==> config.mk <==
export PLATFORM = sky130hd
export DESIGN_NAME = hab_ctrl
export DESIGN_NICKNAME = d
export VERILOG_FILES = /design/src/hdl/hab_pkg.sv /design/src/hdl/hab_ctrl.sv
export SDC_FILE = /design/constraint.sdc
export NUM_CORES = 1
export LEC_CHECK = 0
export BUFFER_PORTS_ARGS = -buffer_cell sky130_fd_sc_hd__clkbuf_2
export CAP_MARGIN = 15
export CORE_UTILIZATION = 55
export CTS_CLUSTER_SIZE = 14
export DETAILED_ROUTE_END_ITERATION = 8
export PLACE_DENSITY = 0.79
export SLEW_MARGIN = 30
export SYNTH_ARGS = -nofsm -noshare
export SYNTH_HDL_FRONTEND = slang
export SYNTH_SLANG_ARGS = --single-unit
==> constraint.sdc <==
create_clock -name clk -period 1.76 [get_ports clk]
set_clock_uncertainty 0.2 [all_clocks]
set_input_delay 0.264 -clock clk [delete_from_list [all_inputs] [get_ports clk]]
set_output_delay 0.264 -clock clk [all_outputs]
set_load 0.01 [all_outputs]
==> src/hdl/hab_pkg.sv <==
// Shared types, constants and command codes for the hashed address blocklist.
`default_nettype none
package hab_pkg;

  localparam int KEY_W           = 32;
  localparam int ENTRY_W         = 9;
  localparam int DEF_MAX_ENTRIES = 256;
  localparam int DEF_TABLE_SLOTS = 512;

  // Knuth multiply and murmur3 finalizer multipliers
  localparam logic [31:0] HASH_MUL0 = 32'd2654435761;
  localparam logic [31:0] HASH_MUL1 = 32'h85EBCA6B;
  localparam logic [31:0] HASH_MUL2 = 32'hC2B2AE35;
  localparam int          HASH_SH_A = 16;
  localparam int          HASH_SH_B = 13;

  typedef enum logic [1:0] {
    MODE_LOOKUP = 2'd0,
    MODE_INSERT = 2'd1,
    MODE_REMOVE = 2'd2,
    MODE_CLEAR  = 2'd3
  } mode_t;

  typedef struct packed {
    mode_t             mode;
    logic [KEY_W-1:0]  key;
  } hab_in_t;

  typedef struct packed {
    logic               hit;
    logic [ENTRY_W-1:0] entry_count;
    logic               evicted;
    logic [KEY_W-1:0]   evicted_key;
  } hab_out_t;

  // Datapath commands issued by the controller, one per cycle
  typedef enum logic [4:0] {
    CMD_NOP,
    CMD_ACCEPT,
    CMD_SET_HOME,
    CMD_RD_POS,
    CMD_POS_ADV,
    CMD_LOC_HIT,
    CMD_INS_BEGIN,
    CMD_INS_WRITE,
    CMD_EV_INIT,
    CMD_CUR_ADV,
    CMD_EV_TAKE,
    CMD_ER_INIT,
    CMD_SCAN_RD,
    CMD_HASH_V,
    CMD_SHIFT,
    CMD_ER_END,
    CMD_CLR_INIT,
    CMD_CLR_WR,
    CMD_EMIT
  } cmd_t;

  // Datapath status seen by the controller
  typedef struct packed {
    logic  key_zero;
    logic  hit;
    logic  rd_zero;
    logic  rd_match;
    logic  n_full;
    logic  full;
    logic  clr_last;
    logic  hash_done;
    logic  out_busy;
    mode_t mode;
  } hab_stat_t;

endpackage
`default_nettype wire

==> src/hdl/hab_ctrl.sv <==
// Controller: sequences lookup, insert, eviction, backward-shift erase and clear.
`default_nettype none
module hab_ctrl (
  input  wire logic               clk,
  input  wire logic               rst_n,
  input  wire logic               in_valid,
  output logic                    in_stall,
  input  wire hab_pkg::hab_stat_t stat,
  output hab_pkg::cmd_t           cmd
);
  typedef enum logic [4:0] {
    S_RCLR_I, S_RCLR, S_IDLE, S_HWAIT, S_L_RD, S_L_CHK, S_DISP,
    S_EV_ADV, S_EV_CHK, S_ER_N, S_ER_CHK, S_ER_HW, S_ER_END,
    S_INSB, S_I_RD, S_I_CHK, S_CLR, S_DONE
  } state_t;

  state_t state_r, state_nxt;

  // Next state and command
  always_comb begin
    state_nxt = state_r;
    cmd       = hab_pkg::CMD_NOP;
    unique case (state_r)
      S_RCLR_I: begin
        cmd       = hab_pkg::CMD_CLR_INIT;
        state_nxt = S_RCLR;
      end
      S_RCLR: begin
        cmd = hab_pkg::CMD_CLR_WR;
        if (stat.clr_last) state_nxt = S_IDLE;
      end
      S_IDLE: begin
        if (in_valid) begin
          cmd       = hab_pkg::CMD_ACCEPT;
          state_nxt = S_HWAIT;
        end
      end
      S_HWAIT: begin
        if (stat.key_zero) begin
          state_nxt = S_DISP;
        end else if (stat.hash_done) begin
          cmd       = hab_pkg::CMD_SET_HOME;
          state_nxt = S_L_RD;
        end
      end
      S_L_RD: begin
        if (stat.n_full) begin
          state_nxt = S_DISP;
        end else begin
          cmd       = hab_pkg::CMD_RD_POS;
          state_nxt = S_L_CHK;
        end
      end
      S_L_CHK: begin
        if (stat.rd_zero) begin
          state_nxt = S_DISP;
        end else if (stat.rd_match) begin
          cmd       = hab_pkg::CMD_LOC_HIT;
          state_nxt = S_DISP;
        end else begin
          cmd       = hab_pkg::CMD_POS_ADV;
          state_nxt = S_L_RD;
        end
      end
      S_DISP: begin
        unique case (stat.mode)
          hab_pkg::MODE_INSERT: begin
            if (stat.key_zero || stat.hit) begin
              state_nxt = S_DONE;
            end else if (stat.full) begin
              cmd       = hab_pkg::CMD_EV_INIT;
              state_nxt = S_EV_ADV;
            end else begin
              state_nxt = S_INSB;
            end
          end
          hab_pkg::MODE_REMOVE: begin
            if (stat.hit) begin
              cmd       = hab_pkg::CMD_ER_INIT;
              state_nxt = S_ER_N;
            end else begin
              state_nxt = S_DONE;
            end
          end
          hab_pkg::MODE_CLEAR: begin
            cmd       = hab_pkg::CMD_CLR_INIT;
            state_nxt = S_CLR;
          end
          default: state_nxt = S_DONE;
        endcase
      end
      S_EV_ADV: begin
        if (stat.n_full) begin
          state_nxt = S_INSB;
        end else begin
          cmd       = hab_pkg::CMD_CUR_ADV;
          state_nxt = S_EV_CHK;
        end
      end
      S_EV_CHK: begin
        if (stat.rd_zero) begin
          state_nxt = S_EV_ADV;
        end else begin
          cmd       = hab_pkg::CMD_EV_TAKE;
          state_nxt = S_ER_N;
        end
      end
      S_ER_N: begin
        if (stat.n_full) begin
          state_nxt = S_ER_END;
        end else begin
          cmd       = hab_pkg::CMD_SCAN_RD;
          state_nxt = S_ER_CHK;
        end
      end
      S_ER_CHK: begin
        if (stat.rd_zero) begin
          state_nxt = S_ER_END;
        end else begin
          cmd       = hab_pkg::CMD_HASH_V;
          state_nxt = S_ER_HW;
        end
      end
      S_ER_HW: begin
        if (stat.hash_done) begin
          cmd       = hab_pkg::CMD_SHIFT;
          state_nxt = S_ER_N;
        end
      end
      S_ER_END: begin
        cmd       = hab_pkg::CMD_ER_END;
        state_nxt = (stat.mode == hab_pkg::MODE_INSERT) ? S_INSB : S_DONE;
      end
      S_INSB: begin
        cmd       = hab_pkg::CMD_INS_BEGIN;
        state_nxt = S_I_RD;
      end
      S_I_RD: begin
        if (stat.n_full) begin
          state_nxt = S_DONE;
        end else begin
          cmd       = hab_pkg::CMD_RD_POS;
          state_nxt = S_I_CHK;
        end
      end
      S_I_CHK: begin
        if (stat.rd_zero) begin
          cmd       = hab_pkg::CMD_INS_WRITE;
          state_nxt = S_DONE;
        end else begin
          cmd       = hab_pkg::CMD_POS_ADV;
          state_nxt = S_I_RD;
        end
      end
      S_CLR: begin
        cmd = hab_pkg::CMD_CLR_WR;
        if (stat.clr_last) state_nxt = S_DONE;
      end
      S_DONE: begin
        if (!stat.out_busy) begin
          cmd       = hab_pkg::CMD_EMIT;
          state_nxt = S_IDLE;
        end
      end
      default: state_nxt = S_IDLE;
    endcase
  end

  // Hold state; reset starts the clearing sweep
  always_ff @(posedge clk) begin
    if (!rst_n) begin
      state_r <= S_RCLR_I;
    end else begin
      state_r <= state_nxt;
    end
  end

  assign in_stall = (state_r != S_IDLE);

endmodule
`default_nettype wire

==> out/metrics.csv, run 1 <==
stage;metric;value;unit
yosys;synth-main-ff-cell;dfxtp_1;
clock_tree;ctsHoldBuffers;0;
yosys;ys_async_sr_fraction;0;%
placed_design;gp_congestion;0.943;
clock_tree;clockBufferDepth;2;
yosys;synth_edf_count;0;
status;stop_stage;global routing;
status;status;aborted with a tool error;
yosys;synthXorXnorAreaFrac;0.824;%
timing;crit_endpoint;cmd[1];
floorplanning;start_util;60.3;%
yosys;synthMuxAreaShare;1.88;%
yosys;synth_adder_area_share;0;%
floorplanning;die_y;46.0;um
timing;endpoint_type;top-level output;
status;tool.error;[ERROR DPL-0038] Utilization greater than 100%, impossible to legalize;
yosys;ys_types;52;
yosys;syn_nets;166;
yosys;synth_top_family_by_area;simple AND/OR/NAND/NOR gates;
yosys;ys_seq_elements;5;
placed_design;preCtsSetupSlack;-0.139;ns
yosys;synth_cells;152;
yosys;yosys.area_share.simple;42.5;%
yosys;avgSynthCellArea;7.00;sq um
yosys;synth_compound_gate_area_share;31.6;%
yosys;synth_warnings;0;
clock_tree;cts.htree.levels;1;
clock_tree;cts_root_buf;clkbuf_4;
clock_tree;cts.sinks;5;
floorplanning;ios;20;
floorplanning;num_rows;15;
placed_design;placedCellCount;216;
yosys;netlist_area;1060;sq um
global_route;grt_max_degree;21;
placed_design;port_buffers;19;
yosys;synth_seq_area_share;9.41;%
placed_design;dpl.hpwl;2670;um
placed_design;dpl_cell_area;1350;sq um
clock_tree;numCtsBuffers;3;
floorplanning;die_w;46.0;um
==> logic make-up after synthesis <==
group	count (synthesis)
AND/OR/NAND/NOR	75
multiplexers	2
AO/OA/AOI/OAI	49
buffers and inverters	20
flip-flops	5
XOR/XNOR	1
==> synthesized netlist by cell type, drive strengths merged (3+ instances only) <==
library cell	instances	area [sq um]
or3	3	18.8
nor4	3	33.8
nand3b	3	22.5
nand3	4	20.0
a22o	4	35.0
nor2	15	61.3
nor3b	4	40.0
nor2b	10	62.6
buf	16	131
inv	3	11.3
and3b	3	26.3
o21ai	9	45.0
a31oi	5	31.3
and2	3	18.8
a21oi	10	50.1
nand2	13	48.8
dfxtp	5	100
o211ai	3	22.5
nand2b	7	43.8
==> what timing repair did <==
| action | CTS |
|---|---|
| endpoints found under the setup margin | 10 |
| gates cloned | 2 |
| buffers inserted | 5 |
| pin swaps | 15 |
| resized for setup | 24 |
==> metrics by stage <==
| stage | hold WS (ns) | utilization, % |
|---|---|---|
| CTS | 0.0963 | 88.2 |
| detailed placement | 0.353 | 76.7 |
| global placement | 0.335 | 76.7 |
| floorplan | 0.192 | - |
==> run 2, diff against run 1 <==
Settings changed: CORE_AREA from default to 2 2 63 65, CORE_UTILIZATION 55 to default, CTS_CLUSTER_SIZE 14 to default, DIE_AREA from default to 0 0 65 67, PLACE_DENSITY 0.79 to default, PLACE_DENSITY_LB_ADDON from default to 0.15.
==> out/metrics.csv, run 2 <==
stage;metric;value;unit
yosys;synth_seq_area_share;9.41;%
cells_and_area;multi_input_area;1060;sq um
critical_path;rr_worst_depth;8;
global_route;grt_max_degree;22;
yosys;synth_warnings;0;
yosys;synth_cells;152;
yosys;ys_async_sr_fraction;0;%
global_route;grt_antenna_before_repair;0;
floorplanning;start_util;29.5;%
cells_and_area;post-route-util;53.1;%
critical_path;startpoint;state_r[1]$_SDFFE_PN0P_;
yosys;ys_top_cells_by_count;nand2_1, nor2_1, a21oi_1, nor2b_1, o21ai_0;
clock_tree;tritoncts;done;
cells_and_area;drive_above_1_share;60.4;%
cells_and_area;fin_nets;232;
yosys;ys_seq_elements;5;
detailed_routing;drt-total-wl;4490;um
detailed_routing;wire_per_inst;16.9;um
cells_and_area;top_register;state_r;
power;swShare;44.4;%
placed_design;port_buffers;19;
detailed_routing;vias_per_cell;5.64;
global_route;grt_pass1_wl;6630;um
timing;finalCriticalPeriod;1.99;ns
power;cellPowerDensity;1300;nW/um^2
timing;slew_headroom;79.9;%
global_route;overflow;0;
clock_tree;clockBufferDepth;2;
floorplanning;die_y;67;um
status;violations;setup timing;
global_route;grt_pass1_vias;1385;
power;p_switching;1110;uW
timing;finalSetupViolCount;8;
global_route;grt_usage;19.7;%
critical_path;r2r_start;state_r[1]$_SDFFE_PN0P_;
yosys;syn_nets;166;
yosys;synth-main-ff-cell;dfxtp_1;
critical_path;worstPathMaxFanout;6;
hold_path;min_from;rst_n;
critical_path;timing.rr.end;state_r[0]$_SDFFE_PN0P_;
placed_design;dpl.hpwl;3040;um
timing;hold_viol;0;
timing;setup_ws;-0.230;ns
critical_path;crit_path_end;cmd[1];
cells_and_area;biggestRegsByFlops;state_r (5);
yosys;netlist_area;1060;sq um
detailed_routing;vias;1494;
critical_path;crit_type;reg2out;
timing;rsz0062_at_grt;yes;
status;status;finished with violations;
placed_design;gp_congestion;0.903;
timing;maxSlewViolCount;0;
clock_tree;numCtsBuffers;3;
flow_run;drv_cap;0;
detailed_routing;ant_nets;0;
cells_and_area;regArea;114;sq um
cells_and_area;final_common_cell;buf_4;
yosys;avgSynthCellArea;7.00;sq um
floorplanning;die_w;65;um
timing;tightest_slew;0.299;ns
detailed_routing;drt_iter0_drc;60;
timing;max_freq;503;MHz
timing;post-route-period-util;113;%
yosys;ys_types;52;
floorplanning;dieArea;4360;sq um
yosys;synth_top_area_share;9.41;%
floorplanning;core;3610;sq um
power;p_leak;0.000802;uW
clock_tree;cts_root_buf;clkbuf_8;
floorplanning;ios;20;
clock_tree;cts.htree.levels;1;
cells_and_area;diodes;0;
power;peakVddDrop;666;uV
detailed_routing;drc_errors;0;
critical_path;reg2reg_slack;-0.20;ns
power;pwr-share-comb;80.8;%
clock_tree;cts.sinks;5;
power;pwr-share-clk;9.2;%
floorplanning;num_rows;22;
critical_path;required;1.30;ns
cells_and_area;largest_register_ffs;5;
hold_path;hold_class;in2reg;
critical_path;crit_path_end_kind;output port;
cells_and_area;layout_common_cells;buf_4, buf_6, clkbuf_2;
clock_tree;insertion_delay;0.23;ns
clock_tree;clk_pin_slew;0.04;ns
yosys;synthTopCellsByArea;dfxtp_1, buf_6, nor2b_1;
cells_and_area;area_delta_synth_final;80.0;%
power;power.internal;1390;uW
power;seq_power_share;10.0;%
cells_and_area;fillCellCount;340;
yosys;synth_edf_count;0;
detailed_routing;first_pass_iters;4;
yosys;synth_area_leader_cell;dfxtp_1;
timing;tns;-1.37;ns
critical_path;cp.arrival;1.53;ns
critical_path;critPathLaunchType;register;
==> run 2: per-layer routing <==
metal  track usage, %  vias to the layer above  routed length, um
met3             4.73                       10                258
met2             36.1                       61               2300
met5                0                        -                  0
met1             23.6                      724               1840
li1                 -                      699                  -
met4             2.93                        0                 99
==> run 2: kinds of logic after synthesis <==
kind of cell    share of synthesized area [%]
mux                                      1.88
buf+inv                                  13.8
simple gates                             42.5
xor+xnor                                0.824
flops                                    9.41
compound gates                           31.6
==> run 2: worst min-delay path by stage <==
stage / to / slack (ns) / cells past startpoint
after floorplan: state_r[3]$_SDFFE_PN0P_ / 0.19 / 1
after global placement: state_r[4]$_SDFFE_PN0P_ / 0.35 / 2
after detailed placement: state_r[4]$_SDFFE_PN0P_ / 0.36 / 2
after CTS: state_r[4]$_SDFFE_PN0P_ / 0.12 / 2
after global routing: state_r[1]$_SDFFE_PN0P_ / 0.16 / 3
final: state_r[4]$_SDFFE_PN0P_ / 0.14 / 2
==> run 2: final cells by class <==
cell class / instances / share of cell area, %
multi-input combinational: 127 / 55.3
timing repair buffer: 78 / 32.7
sequential: 5 / 5.95
tap: 48 / 3.14
clock buffer: 4 / 2.35
inverter: 3 / 0.588
==> run 2: worst max-delay path, cell delays in order, from the launching register on <==
cell      delay (ns)
dfxtp_4         0.35
buf_12          0.14
buf_8           0.13
nor2_1          0.19
o211ai_1        0.16
o21ai_2         0.08
a21oi_2         0.05
nand3_1         0.07
buf_2           0.13
==> run 2: stage by stage <==
stage                     hold WS [ns]  total power (uW)  cells  worst slack, ns  instance area (sq um)
after CTS                        0.116              2090    258           -0.200                   1680
after detailed placement         0.356              1560    242           -0.171                   1400
after floorplan                  0.192              1060    152          0.00774                   1070
final                            0.138              2490    265           -0.230                   1910
after global routing             0.161              2620    265           -0.333                   1910
after global placement           0.347              1560    242           -0.220                   1400
==> run 2: power by group through the flow <==
stage	Sequential (uW)	Combinational, uW	Clock (uW)
2_1_floorplan	163	893	0
3_3_place_gp	211	1350	0
3_5_place_dp	209	1350	0
4_1_cts	230	1630	222
5_1_grt	254	2140	232
6_report	250	2010	228
==> run 2: repair_timing <==
| action | in CTS | in global routing |
|---|---|---|
| buffers inserted | 11 | 5 |
| pin swaps | 20 | 21 |
| hold buffers | 0 | 0 |
| cloned | 1 | 2 |
| endpoints found under the setup margin | 10 | 11 |
| resized for setup | 39 | 45 |
Note: power is estimated with default switching activity, not from simulation.
